**src/rtl/cpt_pkg.sv**
```systemverilog
// shared constants, types and helpers of the cursor pulse tint block
package cpt_pkg;

    // default geometry
    localparam int DEF_REACH_RADIUS = 20;
    localparam int DEF_COORD_BITS   = 12;

    // wave timing and full scale
    localparam int PERIOD_MS = 4000;
    localparam int HALF_MS   = 2000;
    localparam int FULL      = 255;

    // configuration port geometry
    localparam int CFG_ADDR_W = 4;
    localparam int CFG_DATA_W = 32;

    // floor(u / 125) == (u * RECIP_125) >> 34 for any u below 2**27
    localparam logic [27:0] RECIP_125       = 28'd137438954;
    localparam int          RECIP_125_SHIFT = 34;

    // floor(u / 2000) == (u * RECIP_HALF) >> 31 for any u below 2**19
    localparam logic [20:0] RECIP_HALF       = 21'd1073742;
    localparam int          RECIP_HALF_SHIFT = 31;

    // register indexes
    typedef enum logic [1:0] {
        REG_AMOUNT     = 2'd0,
        REG_TINT_RED   = 2'd1,
        REG_TINT_GREEN = 2'd2,
        REG_TINT_BLUE  = 2'd3
    } t_reg_idx;

    // configuration bundle handed to the datapath
    typedef struct packed {
        logic [7:0] amount;
        logic [7:0] tint_red;
        logic [7:0] tint_green;
        logic [7:0] tint_blue;
    } t_cfg;

    // one color
    typedef struct packed {
        logic [7:0] red;
        logic [7:0] green;
        logic [7:0] blue;
    } t_rgb;

    // exact floor(x / 255) for x up to 255*255, adders only
    function automatic logic [7:0] div255(input logic [15:0] x);
        logic [16:0] s;
        s = {1'b0, x} + 17'(x[15:8]) + 17'd1;
        return s[15:8];
    endfunction

endpackage

```
**src/rtl/cpt_regs.sv**
```systemverilog
// apb register file holding the tint amount and tint color
module cpt_regs import cpt_pkg::*; (
    input  logic                  i_clk,
    input  logic                  i_rst_n,
    input  logic                  psel,
    input  logic                  penable,
    input  logic                  pwrite,
    input  logic [CFG_ADDR_W-1:0] paddr,
    input  logic [CFG_DATA_W-1:0] pwdata,
    output logic [CFG_DATA_W-1:0] prdata,
    output logic                  pready,
    output t_cfg                  o_cfg
);

    t_cfg     r_cfg;
    t_cfg     n_cfg;
    logic     w_wr;
    t_reg_idx w_idx;

    assign pready = 1'b1;
    assign w_wr   = psel && penable && pwrite;
    assign w_idx  = t_reg_idx'(paddr[CFG_ADDR_W-1:2]);

    // write decode
    always_comb begin
        n_cfg = r_cfg;
        if (w_wr) begin
            unique case (w_idx)
                REG_AMOUNT:     n_cfg.amount     = pwdata[7:0];
                REG_TINT_RED:   n_cfg.tint_red   = pwdata[7:0];
                REG_TINT_GREEN: n_cfg.tint_green = pwdata[7:0];
                REG_TINT_BLUE:  n_cfg.tint_blue  = pwdata[7:0];
            endcase
        end
    end

    always_ff @(posedge i_clk) begin
        if (!i_rst_n) begin
            r_cfg <= '0;
        end else begin
            r_cfg <= n_cfg;
        end
    end

    // read mux
    always_comb begin
        unique case (w_idx)
            REG_AMOUNT:     prdata = CFG_DATA_W'(r_cfg.amount);
            REG_TINT_RED:   prdata = CFG_DATA_W'(r_cfg.tint_red);
            REG_TINT_GREEN: prdata = CFG_DATA_W'(r_cfg.tint_green);
            REG_TINT_BLUE:  prdata = CFG_DATA_W'(r_cfg.tint_blue);
        endcase
    end

    assign o_cfg = r_cfg;

endmodule

```
**src/rtl/cpt_near.sv**
```systemverilog
// four stage distance pipe: squared distance, reach test and nearness
module cpt_near import cpt_pkg::*; #(
    parameter int COORD_BITS   = DEF_COORD_BITS,
    parameter int REACH_RADIUS = DEF_REACH_RADIUS
) (
    input  logic                  i_clk,
    input  logic                  i_en,
    input  logic [COORD_BITS-1:0] i_col,
    input  logic [COORD_BITS-1:0] i_row,
    input  logic [COORD_BITS-1:0] i_cursor_col,
    input  logic [COORD_BITS-1:0] i_cursor_row,
    input  logic                  i_cursor_present,
    output logic                  o_hit,
    output logic [7:0]            o_near
);

    localparam int REACH = REACH_RADIUS * REACH_RADIUS;
    localparam int RB    = $clog2(REACH + 1);
    localparam int SQ_W  = 2 * COORD_BITS;
    localparam int D2_W  = 2 * COORD_BITS + 3;
    localparam int CMP_W = (D2_W > RB) ? D2_W : RB;
    // reciprocal of the reach, exact for numerators up to 255 * reach
    localparam int NS    = 2 * RB + 8;
    localparam int MN_W  = RB + 9;
    localparam int U_W   = RB + 8;
    localparam int P_W   = U_W + MN_W;
    localparam longint unsigned MN = ((64'd1 << NS) + REACH - 1) / REACH;
    localparam logic [MN_W-1:0] MN_V = MN_W'(MN);

    logic [COORD_BITS-1:0] r_dx;
    logic [COORD_BITS-1:0] r_dy;
    logic                  r_pres1;
    logic [SQ_W-1:0]       r_dx2;
    logic [SQ_W-1:0]       r_dy2;
    logic                  r_pres2;
    logic                  r_hit3;
    logic [RB-1:0]         r_nd;
    logic                  r_hit4;
    logic [7:0]            r_near;

    logic [CMP_W-1:0]      w_d2;
    logic [CMP_W-1:0]      w_nd;
    logic [U_W-1:0]        w_u;
    logic [P_W-1:0]        w_pn;

    // stage 1: absolute differences
    always_ff @(posedge i_clk) begin
        if (i_en) begin
            r_dx    <= (i_col >= i_cursor_col) ? i_col - i_cursor_col : i_cursor_col - i_col;
            r_dy    <= (i_row >= i_cursor_row) ? i_row - i_cursor_row : i_cursor_row - i_row;
            r_pres1 <= i_cursor_present;
        end
    end

    // stage 2: squares
    always_ff @(posedge i_clk) begin
        if (i_en) begin
            r_dx2   <= SQ_W'(r_dx) * SQ_W'(r_dx);
            r_dy2   <= SQ_W'(r_dy) * SQ_W'(r_dy);
            r_pres2 <= r_pres1;
        end
    end

    // stage 3: rows count double, so dy squared weighs four times
    assign w_d2 = CMP_W'(r_dx2) + (CMP_W'(r_dy2) << 2);
    assign w_nd = CMP_W'(REACH) - w_d2;

    always_ff @(posedge i_clk) begin
        if (i_en) begin
            r_hit3 <= r_pres2 && (w_d2 < CMP_W'(REACH));
            r_nd   <= w_nd[RB-1:0];
        end
    end

    // stage 4: nearness = (reach - d2) * 255 / reach
    assign w_u  = U_W'({r_nd, 8'd0}) - U_W'(r_nd);
    assign w_pn = P_W'(w_u) * P_W'(MN_V);

    always_ff @(posedge i_clk) begin
        if (i_en) begin
            r_hit4 <= r_hit3;
            r_near <= w_pn[NS+7:NS];
        end
    end

    assign o_hit  = r_hit4;
    assign o_near = r_near;

endmodule

```
**src/rtl/cpt_wave.sv**
```systemverilog
// four stage triangle wave pipe: time modulo period and wave height
module cpt_wave import cpt_pkg::*; (
    input  logic        i_clk,
    input  logic        i_en,
    input  logic [31:0] i_time_ms,
    output logic [7:0]  o_wave
);

    logic [6:0]  r_q7;
    logic [11:0] r_tlo;
    logic [11:0] r_phase;
    logic [18:0] r_wn;
    logic [7:0]  r_wave;

    logic [54:0] w_qp;
    logic [13:0] w_qm;
    logic [6:0]  w_rem;
    logic [10:0] w_w0;
    logic [39:0] w_pw;

    // stage 1: quotient of (time / 32) by 125, only its low bits matter
    assign w_qp = 55'(i_time_ms[31:5]) * 55'(RECIP_125);

    always_ff @(posedge i_clk) begin
        if (i_en) begin
            r_q7  <= w_qp[RECIP_125_SHIFT+6:RECIP_125_SHIFT];
            r_tlo <= i_time_ms[11:0];
        end
    end

    // stage 2: phase = ((time / 32) mod 125) * 32 + time mod 32
    assign w_qm  = 14'(r_q7) * 14'd125;
    assign w_rem = r_tlo[11:5] - w_qm[6:0];

    always_ff @(posedge i_clk) begin
        if (i_en) begin
            r_phase <= {w_rem, r_tlo[4:0]};
        end
    end

    // stage 3: fold the falling half and scale by 255
    assign w_w0 = (r_phase < 12'(HALF_MS)) ? r_phase[10:0]
                                            : 11'(12'(PERIOD_MS) - r_phase);

    always_ff @(posedge i_clk) begin
        if (i_en) begin
            r_wn <= 19'({w_w0, 8'd0}) - 19'(w_w0);
        end
    end

    // stage 4: divide by 2000
    assign w_pw = 40'(r_wn) * 40'(RECIP_HALF);

    always_ff @(posedge i_clk) begin
        if (i_en) begin
            r_wave <= w_pw[RECIP_HALF_SHIFT+7:RECIP_HALF_SHIFT];
        end
    end

    assign o_wave = r_wave;

endmodule

```
**src/rtl/cpt_mix.sv**
```systemverilog
// five stage strength and color mix pipe, last stage is the output register
module cpt_mix import cpt_pkg::*; (
    input  logic       i_clk,
    input  logic       i_en,
    input  t_cfg       i_cfg,
    input  logic       i_hit,
    input  logic [7:0] i_near,
    input  logic [7:0] i_wave,
    input  logic       i_fg_valid,
    input  t_rgb       i_fg,
    output logic       o_out_valid,
    output t_rgb       o_rgb
);

    typedef struct packed {
        logic hit;
        logic fg_valid;
        t_rgb fg;
    } t_side;

    t_side       r_side5;
    t_side       r_side6;
    t_side       r_side7;
    t_side       r_side8;
    logic [15:0] r_p1;
    logic [7:0]  r_near5;
    logic [15:0] r_p2;
    logic [7:0]  r_a;
    logic [15:0] r_s_red;
    logic [15:0] r_s_green;
    logic [15:0] r_s_blue;
    logic        r_out_valid;
    t_rgb        r_rgb;

    logic [7:0]  w_q1;

    function automatic logic [15:0] mix_sum(input logic [7:0] f, input logic [7:0] t,
                                            input logic [7:0] a);
        logic [15:0] pf;
        logic [15:0] pt;
        pf = 16'(f) * 16'(8'(FULL) - a);
        pt = 16'(t) * 16'(a);
        return pf + pt;
    endfunction

    // stage 5: amount times wave
    always_ff @(posedge i_clk) begin
        if (i_en) begin
            r_p1    <= 16'(i_cfg.amount) * 16'(i_wave);
            r_near5 <= i_near;
            r_side5 <= '{hit: i_hit, fg_valid: i_fg_valid, fg: i_fg};
        end
    end

    // stage 6: divide by 255, times nearness
    assign w_q1 = div255(r_p1);

    always_ff @(posedge i_clk) begin
        if (i_en) begin
            r_p2    <= 16'(w_q1) * 16'(r_near5);
            r_side6 <= r_side5;
        end
    end

    // stage 7: final strength, never above 255
    always_ff @(posedge i_clk) begin
        if (i_en) begin
            r_a     <= div255(r_p2);
            r_side7 <= r_side6;
        end
    end

    // stage 8: weighted sums per channel
    always_ff @(posedge i_clk) begin
        if (i_en) begin
            r_s_red   <= mix_sum(r_side7.fg.red,   i_cfg.tint_red,   r_a);
            r_s_green <= mix_sum(r_side7.fg.green, i_cfg.tint_green, r_a);
            r_s_blue  <= mix_sum(r_side7.fg.blue,  i_cfg.tint_blue,  r_a);
            r_side8   <= r_side7;
        end
    end

    // stage 9: divide down or pass the cell color through
    always_ff @(posedge i_clk) begin
        if (i_en) begin
            r_out_valid <= r_side8.hit || r_side8.fg_valid;
            if (r_side8.hit) begin
                r_rgb <= '{red:   div255(r_s_red),
                           green: div255(r_s_green),
                           blue:  div255(r_s_blue)};
            end else begin
                r_rgb <= r_side8.fg;
            end
        end
    end

    assign o_out_valid = r_out_valid;
    assign o_rgb       = r_rgb;

endmodule

```
**src/rtl/cursor_pulse_tint.sv**
```systemverilog
// top level of the cursor pulse tint block
//
//  channel   dir  handshake               payload
//  s_axis    in   tvalid / tready         tdata: cell, cursor, time, color; tuser: fg_valid
//  m_axis    out  tvalid / tready         tdata: red, green, blue; tuser: out_valid
//  apb       in   psel, penable, pwrite   amount and tint color registers
//
//  one cell enters per clock unless m_axis stalls; results leave in the order of their requests
//  the depth is set by the distance and wave multipliers and the mix divides
//  a stall on m_axis freezes every stage at once through a common enable, so
//  s_axis_tready follows m_axis_tready whenever the output register is full
//  reset clears the stage valid bits and the configuration registers
module cursor_pulse_tint import cpt_pkg::*; #(
    parameter int COORD_BITS   = DEF_COORD_BITS,
    parameter int REACH_RADIUS = DEF_REACH_RADIUS
) (
    input  logic                  i_clk,
    input  logic                  i_rst_n,
    input  logic                  s_axis_tvalid,
    output logic                  s_axis_tready,
    // col, row, cursor_col, cursor_row, cursor_present, time_ms,
    // fg_red, fg_green, fg_blue, zero padding
    input  logic [((4*COORD_BITS+57+7)/8)*8-1:0] s_axis_tdata,
    // fg_valid
    input  logic                  s_axis_tuser,
    output logic                  m_axis_tvalid,
    input  logic                  m_axis_tready,
    // out_red, out_green, out_blue
    output logic [23:0]           m_axis_tdata,
    // out_valid
    output logic                  m_axis_tuser,
    input  logic                  psel,
    input  logic                  penable,
    input  logic                  pwrite,
    input  logic [CFG_ADDR_W-1:0] paddr,
    input  logic [CFG_DATA_W-1:0] pwdata,
    output logic [CFG_DATA_W-1:0] prdata,
    output logic                  pready
);

    localparam int CB         = COORD_BITS;
    localparam int OFF_ROW    = CB;
    localparam int OFF_CCOL   = 2 * CB;
    localparam int OFF_CROW   = 3 * CB;
    localparam int OFF_PRES   = 4 * CB;
    localparam int OFF_TIME   = 4 * CB + 1;
    localparam int OFF_RED    = 4 * CB + 33;
    localparam int OFF_GREEN  = OFF_RED + 8;
    localparam int OFF_BLUE   = OFF_RED + 16;
    localparam int PIPE_DEPTH = 9;
    localparam int SIDE_DLY   = 4;

    t_cfg              w_cfg;
    logic              w_ce;
    logic [PIPE_DEPTH-1:0] r_vld;
    t_rgb              w_fg_in;
    t_rgb              r_fg_dly [SIDE_DLY];
    logic [SIDE_DLY-1:0] r_fv_dly;
    logic              w_hit;
    logic [7:0]        w_near;
    logic [7:0]        w_wave;
    logic              w_out_valid;
    t_rgb              w_rgb;

    // common stage enable
    assign w_ce          = !r_vld[PIPE_DEPTH-1] || m_axis_tready;
    assign s_axis_tready = w_ce;
    assign m_axis_tvalid = r_vld[PIPE_DEPTH-1];

    // valid bits travel with the stages
    always_ff @(posedge i_clk) begin
        if (!i_rst_n) begin
            r_vld <= '0;
        end else if (w_ce) begin
            r_vld <= {r_vld[PIPE_DEPTH-2:0], s_axis_tvalid};
        end
    end

    // cell color waits for the distance and wave pipes
    assign w_fg_in = '{red:   s_axis_tdata[OFF_RED+:8],
                       green: s_axis_tdata[OFF_GREEN+:8],
                       blue:  s_axis_tdata[OFF_BLUE+:8]};

    always_ff @(posedge i_clk) begin
        if (w_ce) begin
            r_fg_dly[0] <= w_fg_in;
            for (int k = 1; k < SIDE_DLY; k++) begin
                r_fg_dly[k] <= r_fg_dly[k-1];
            end
            r_fv_dly <= {r_fv_dly[SIDE_DLY-2:0], s_axis_tuser};
        end
    end

    cpt_regs u_regs (
        .i_clk   (i_clk),
        .i_rst_n (i_rst_n),
        .psel    (psel),
        .penable (penable),
        .pwrite  (pwrite),
        .paddr   (paddr),
        .pwdata  (pwdata),
        .prdata  (prdata),
        .pready  (pready),
        .o_cfg   (w_cfg)
    );

    cpt_near #(
        .COORD_BITS   (COORD_BITS),
        .REACH_RADIUS (REACH_RADIUS)
    ) u_near (
        .i_clk            (i_clk),
        .i_en             (w_ce),
        .i_col            (s_axis_tdata[CB-1:0]),
        .i_row            (s_axis_tdata[OFF_ROW+:CB]),
        .i_cursor_col     (s_axis_tdata[OFF_CCOL+:CB]),
        .i_cursor_row     (s_axis_tdata[OFF_CROW+:CB]),
        .i_cursor_present (s_axis_tdata[OFF_PRES]),
        .o_hit            (w_hit),
        .o_near           (w_near)
    );

    cpt_wave u_wave (
        .i_clk     (i_clk),
        .i_en      (w_ce),
        .i_time_ms (s_axis_tdata[OFF_TIME+:32]),
        .o_wave    (w_wave)
    );

    cpt_mix u_mix (
        .i_clk       (i_clk),
        .i_en        (w_ce),
        .i_cfg       (w_cfg),
        .i_hit       (w_hit),
        .i_near      (w_near),
        .i_wave      (w_wave),
        .i_fg_valid  (r_fv_dly[SIDE_DLY-1]),
        .i_fg        (r_fg_dly[SIDE_DLY-1]),
        .o_out_valid (w_out_valid),
        .o_rgb       (w_rgb)
    );

    assign m_axis_tdata = {w_rgb.blue, w_rgb.green, w_rgb.red};
    assign m_axis_tuser = w_out_valid;

    // pipeline is empty right after reset
    a_empty_after_reset: assert property (@(posedge i_clk)
        !i_rst_n |=> r_vld == '0)
        else $error("stage valid bits not cleared by reset");

    // a stall freezes every stage valid bit
    a_stall_holds: assert property (@(posedge i_clk) disable iff (!i_rst_n)
        !w_ce |=> r_vld == $past(r_vld))
        else $error("stage valid bits moved during a stall");

    // an accepted request occupies the first stage
    a_accept_enters: assert property (@(posedge i_clk) disable iff (!i_rst_n)
        (s_axis_tvalid && s_axis_tready) |=> r_vld[0])
        else $error("accepted request lost at pipeline entry");

endmodule
```
**config.mk**
```make
export PLATFORM = sky130hd
export DESIGN_NAME = cursor_pulse_tint
export DESIGN_NICKNAME = d
export VERILOG_FILES = /design/src/rtl/cpt_pkg.sv /design/src/rtl/cpt_regs.sv /design/src/rtl/cpt_near.sv /design/src/rtl/cpt_wave.sv /design/src/rtl/cpt_mix.sv /design/src/rtl/cursor_pulse_tint.sv
export SDC_FILE = /design/constraint.sdc
export NUM_CORES = 2
export LEC_CHECK = 0
export BUFFER_PORTS_ARGS = -buffer_cell sky130_fd_sc_hd__buf_4
export CORE_ASPECT_RATIO = 0.7
export CORE_MARGIN = 1
export CORE_UTILIZATION = 65
export DETAILED_ROUTE_END_ITERATION = 16
export PLACE_DENSITY_LB_ADDON = 0.05
export SLEW_MARGIN = 20
export SYNTH_ARGS = -nofsm -noshare
export SYNTH_HDL_FRONTEND = slang
export SYNTH_SLANG_ARGS = --single-unit
```
**constraint.sdc**
```tcl
create_clock -name i_clk -period 15 [get_ports i_clk]
set_clock_uncertainty 0.2 [all_clocks]
set_input_delay 0.75 -clock i_clk [delete_from_list [all_inputs] [get_ports i_clk]]
set_output_delay 0.75 -clock i_clk [all_outputs]
set_load 0.05 [all_outputs]
```
Word-level counts from Yosys, hierarchy flattened
Memories as Yosys holds them, arrays and structs flattened. A register that Yosys moved wholly into a read port is not among the register bits.
Index checks and enable logic that the tools add are counted.
Storage, ports and cells
  memories: 1
  logic and storage cells: 113
  output and inout port bits: 60
  RAM bits: 96
  register bits after elaboration: 397
Memory list
  r_fg_dly: words 4, width 24, read ports 4, clocked after memory_dff 1, write ports 4, RTL line cursor_pulse_tint.sv:57  | t_rgb r_fg_dly [SIDE_DLY];
Cells by class
  order comparisons: 4
  equal/unequal tests: 3
  muxes and demuxes: 7
  add/subtract/negate cells: 24
  multipliers: 14
  reduce and logical (&&, ||, !) cells: 11
Operator list (number)
  one-hot mux 32 bit (4 select lines): 1
  adder 16 x 1 -> 16 bit, second input constant: 5
  adder 16 x 8 -> 16 bit: 5
  multiplier 8 x 8 -> 16 bit: 5
  adder 16 bit: 3
  multiplier 12 x 12 -> 24 bit: 2
  multiplier 8 x 16 -> 16 bit: 3
  subtractor 12 bit: 4
  multiplier 27 x 27 -> 40 bit, second input constant: 1
  multiplier 19 x 20 -> 38 bit, second input constant: 1
  multiplier 17 x 18 -> 34 bit, second input constant: 1
  adder 24 x 26 -> 27 bit: 1
  less-than comparator 27 x 9 -> 1 bit, second input constant: 1
  >= comparator 12 bit: 2
  2-to-1 mux 12 bit: 2
  2-to-1 mux 24 bit: 1
  subtractor 19 x 11 -> 19 bit: 1
  subtractor 17 x 9 -> 17 bit: 1
  less-than comparator 12 x 11 -> 1 bit, second input constant: 1
  2-to-1 mux 11 bit: 1
  subtractor 11 bit, first input constant: 1
  subtractor 8 x 8 -> 9 bit, first input constant: 1
  subtractor 9 bit, first input constant: 1
  AND reduction 2 bit: 4
  other kinds (9): 14

Longest topological paths before layout
  depth after elaboration: 4
  mapped depth: 31

Modules after synthesis
A second synthesis with hierarchy kept.
Second synthesis, totals
  cells, all modules: 6430
  area, all modules: 67344.6 um^2
By module, submodules not included
  cpt_mix: cells an instance 2417, times used 1, seq. area each 6756.5 um^2, area an instance 25814.8 um^2
  cpt_near: cells an instance 2037, times used 1, seq. area each 2702.6 um^2, area an instance 19394.9 um^2
  cpt_wave: cells an instance 1692, times used 1, seq. area each 1741.7 um^2, area an instance 17187.7 um^2
  cursor_pulse_tint: cells an instance 131, times used 1, seq. area each 3183.1 um^2, area an instance 3338.2 um^2
  cpt_regs: cells an instance 153, times used 1, seq. area each 640.6 um^2, area an instance 1609.0 um^2

Least setup slack after synthesis
OpenSTA, ideal clock, no wires.
  path kind: in2reg
  start point: input port m_axis_tready
  end point: memory r_fg_dly[0][0] (netlist name), enable pin
  required time: 10874 ps
  slack: 761 ps
  arrival: 10113 ps
  buffers on the path: 1
  stages on the path: 3
  path through: nor2b_1 > clkbuf_1 > clkinv_1
RTL lines
  start, declared: RTL line cursor_pulse_tint.sv:27  | input logic m_axis_tready,
  end, declared: RTL line cursor_pulse_tint.sv:57

Final worst setup path
  start point: register u_near.r_nd[1]
  end point: register u_near.r_near[7] (netlist: u_near.o_near[7]), data pin
On the way
  word-level cells in the longest chain between the ends: 2
RTL lines
  start, declared: RTL line cpt_near.sv:37  | logic [RB-1:0] r_nd;
  start signal, assigned: RTL line cpt_near.sv:71  | r_nd <= w_nd[RB-1:0];
  subtractor 17 x 9 -> 17 bit: RTL line cpt_near.sv:76  | assign w_u = U_W'({r_nd, 8'd0}) - U_W'(r_nd);
  multiplier 17 x 18 -> 34 bit: RTL line cpt_near.sv:77  | assign w_pn = P_W'(w_u) * P_W'(MN_V);
  net u_near.w_pn[33]: RTL line cpt_near.sv:44  | logic [P_W-1:0] w_pn;
  end signal, assigned: RTL line cpt_near.sv:82  | r_near <= w_pn[NS+7:NS];
  end, declared: RTL line cpt_near.sv:39  | logic [7:0] r_near;
The timed path passes the listed nets, and every way through them passes these cells.
A chain may end at the register's enable or synchronous reset.

==> impl_metrics.csv <==
group,metric,value,unit
run_status,status,"complete, no violations",
grt,antenna_found_initial,7,
worst_setup_path,cpMostUsedCell,"inv_1",
yosys,synthTopCellsByArea,"fa_1 28%, edfxtp_1 22%, ha_1 19%",
worst_setup_path,worstSetupPathType,"reg2reg",
clocking,cts.sinks,514,
floorplan,io_pins,216,
worst_setup_path,crit_path_top_delay_cell,"edfxtp_1",
worst_setup_path,arrival,8.42,ns
clocking,clkLatencyLatePin,0.64,ns
clocking,clkTransAtPathRegs,0.07,ns
detailed_routing,firstDrtPassIters,5,
worst_setup_path,r2r_slack,6.75,ns
yosys,synth_cells,6111,
layout,nets,8328,
worst_setup_path,end_kind,"flip-flop",
detailed_routing,vias,41500,
floorplan,row_count,97,
floorplan,fp.coreArea,100000,um2
job,maxCapViolations,0,
clocking,clockBufferDepth,3,
worst_setup_path,ff2ff_path_depth,24,
yosys,synth_ff_type,"edfxtp_1",
yosys,ys_types,94,
worst_setup_path,crit_fanout,19,
clocking,cts_tree,"yes",
placed_design,port_buffers,157,
grt,grt_pass1_wl,223000,um
grt,grt_max_degree,155,
clocking,numCtsBuffers,53,
floorplan,dieArea,102000,um2
worst_setup_path,r2r-start,"u_near.r_nd[1]$_DFFE_PP_",
worst_setup_path,rr_endpoint,"u_near.o_near[7]$_DFFE_PP_",
detailed_routing,initialDrtViolationCount,2500,
sta,finalMaxSlewViolations,0,
sta,worst_pin_slew,1.00,ns
yosys,synth-seq-cells,514,
sta,slew_headroom,0.332,
worst_setup_path,crit_chain,"inv_1 -> ha_1 -> xnor2_1 -> inv_1 -> fa_1 -> inv_1 -> fa_1 -> fa_1 -> inv_1 -> fa_1 -> inv_1 -> fa_1 -> inv_1 -> fa_1 -> inv_1 -> ha_1 -> a2111oi_0 -> o21ai_0 -> a221oi_1 -> o32ai_1 -> buf_4 -> o41ai_2 -> o21ba_2 -> xnor2_1",
sta,final.setup.tns,0,ns
detailed_routing,wl_per_cell,17.5,um
grt,grt_use_met1,0.426,
worst_setup_path,startpoint_type,"flip-flop",
layout,drive_above_1_share,0.0529,
grt,grt_use_met2,0.413,
layout,multiInputGateArea,44900,um2
detailed_routing,final_antenna_net_count,0,
placed_design,dp_hpwl,108000,um
detailed_routing,drc,0,
clocking,root_buffer,"clkbuf_16",
layout,ff_latch_area,15000,um2
floorplan,die_h,268,um
worst_setup_path,critPathLaunch,"u_near.r_nd[1]$_DFFE_PP_",
clocking,cts_resized,0,
worst_setup_path,cp.required,15.16,ns
floorplan,die_x,382,um
sta,finalCriticalPeriod,8.25,ns
detailed_routing,wirelength,133000,um
detailed_routing,viasPerCell,5.45,
layout,syn_to_final_growth,6.42,%
sta,hold_viol,0,
sta,setup_viol,0,
layout,fill_cells,7633,
yosys,synth-edff-count,473,
yosys,netlist_area,65600,um2
sta,fin_crit_sh,0.550,
grt,top_usage_layer,"met1",
clocking,cts_htree_levels,2,
placed_design,place_congestion,0.934,
yosys,synth_most_common_cell,"inv_1",
yosys,synth_top_area_frac,0.281,
grt,use_met3,0.0387,
sta,rsz0062_at_grt,"no",
worst_hold_path,hp-class,"in2reg",
worst_setup_path,crit_end,"u_near.o_near[7]$_DFFE_PP_",
yosys,yosysWarnings,0,
worst_setup_path,cp_slowest_stage_delay,0.82,ns
yosys,synth_common_cells,"1358 x inv_1, 1020 x ha_1, 920 x fa_1",
grt,grt_usage,0.273,
yosys,ys_seq_area_frac,0.229,
yosys,synth_top_area_cell,"fa_1",
clocking,postCtsSetupBuffers,0,
grt,grt_remaining_overflow,0,
sta,fmax,121,MHz
yosys,async_reset_ff_frac,0,
clocking,ctsHoldBuffers,0,
yosys,syn-mean-instance-area,10.7,um2
floorplan,initial_utilization,0.656,
grt,grt_pass1_vias,43300,
[cells in the final DEF, fill, tap and decap left out, types with 16 or more instances in the layout]
master,n
nand3_1,48
a21boi_0,30
clkbuf_16,55
a21o_1,59
and3_1,16
o21ai_0,103
buf_4,176
and2_1,306
mux2i_1,44
nor3_1,48
o21a_1,46
o211ai_1,19
nand4_1,22
nand2_1,258
ha_1,1020
conb_1,35
nor2b_1,190
a21oi_1,167
or2_2,17
nor2_1,173
dfxtp_1,41
edfxtp_1,473
xor2_1,71
inv_1,1358
o21bai_1,22
a211oi_1,17
fa_1,920
xnor2_1,191
nand2b_1,105
[layer usage]
layer  vias to the layer above  part of all wire
met5                         -                 0
met4                         0             0.012
met2                       877              0.44
met3                       122             0.060
met1                     20700              0.49
li1                      19800                 -
[worst max-delay path: cells and delay by family, from the launching register on]
kind / cells / cell delay [ns]
adders and majority gates: 8 / 3.59
AOI/OAI and AO/OA: 6 / 1.86
buffers and inverters: 8 / 0.85
DFF: 1 / 0.82
xor gates and xnor gates: 2 / 0.68
[through the flow]
| stage | hold slack [ns] | setup slack [ns] | instance area, um2 | std cells | utilization |
|---|---|---|---|---|---|
| finish | 0.0817 | 6.75 | 69800 | 7612 | 0.698 |
| global placement | 0.200 | 6.91 | 68100 | 7513 | 0.681 |
| floorplan | 0.200 | 0.761 | 65700 | 6144 | - |
| global route | 0.0480 | 6.00 | 69800 | 7612 | 0.698 |
| detailed placement | 0.205 | 6.83 | 68100 | 7513 | 0.681 |
| CTS | 0.0437 | 6.77 | 69800 | 7611 | 0.698 |
[kinds of logic (layout without fill, tap and decap cells)]
| kind of cell | count (synthesis) | count (layout) | share of synthesized area |
|---|---|---|---|
| compound gates | 591 | 591 | 0.0600 |
| mux | 67 | 67 | 0.0121 |
| simple gates | 1232 | 1232 | 0.100 |
| xor+xnor | 262 | 262 | 0.0350 |
| fa+ha+maj | 1940 | 1940 | 0.476 |
| buf+inv | 1503 | 1634 | 0.0879 |
| flops | 514 | 514 | 0.229 |
| other cells | 2 | 36 | 0.000115 |
[cell type report]
| class | instances | share of cell area |
|---|---|---|
| Multi-Input combinational cell | 4127 | 0.644 |
| Sequential cell | 514 | 0.215 |
| Inverter | 1359 | 0.0732 |
| Tap cell | 1336 | 0.0240 |
| Clock buffer | 67 | 0.0205 |
| Timing Repair Buffer | 177 | 0.0192 |
| Clock inverter | 31 | 0.00420 |
| Antenna cell | 1 | 0.0000359 |
[worst min path at each step]
stage                         startpoint  cells past startpoint                   endpoint
6_report                s_axis_tdata[81]                      1  r_fg_dly[0][16]$_DFFE_PP_
5_1_grt                 s_axis_tdata[84]                      1  r_fg_dly[0][19]$_DFFE_PP_
4_1_cts                 s_axis_tdata[85]                      1  r_fg_dly[0][20]$_DFFE_PP_
3_5_place_dp    r_fg_dly[2][0]$_DFFE_PP_                      0   r_fg_dly[3][0]$_DFFE_PP_
3_3_place_gp   r_fg_dly[1][16]$_DFFE_PP_                      0  r_fg_dly[2][16]$_DFFE_PP_
2_1_floorplan   r_fg_dly[0][0]$_DFFE_PP_                      0   r_fg_dly[1][0]$_DFFE_PP_
[sequential cells by signal, summed over array words and instances (netlist names), 16 cells and up]
name	flops
u_mix.r_side7	26
u_mix.r_s_green	16
u_mix.r_side6	26
u_mix.r_side8	26
u_near.r_dy2	23
u_mix.r_p2	16
u_mix.r_side5	26
u_mix.r_s_blue	16
u_mix.r_p1	16
r_fg_dly	96
u_regs.o_cfg	32
u_near.r_dx2	23
u_wave.r_wn	19
u_mix.o_rgb	24
u_mix.r_s_red	16
Power is left out: the tool's default activity adds up to more than one toggle a clock period on the data nets, which glitch-free logic cannot reach.
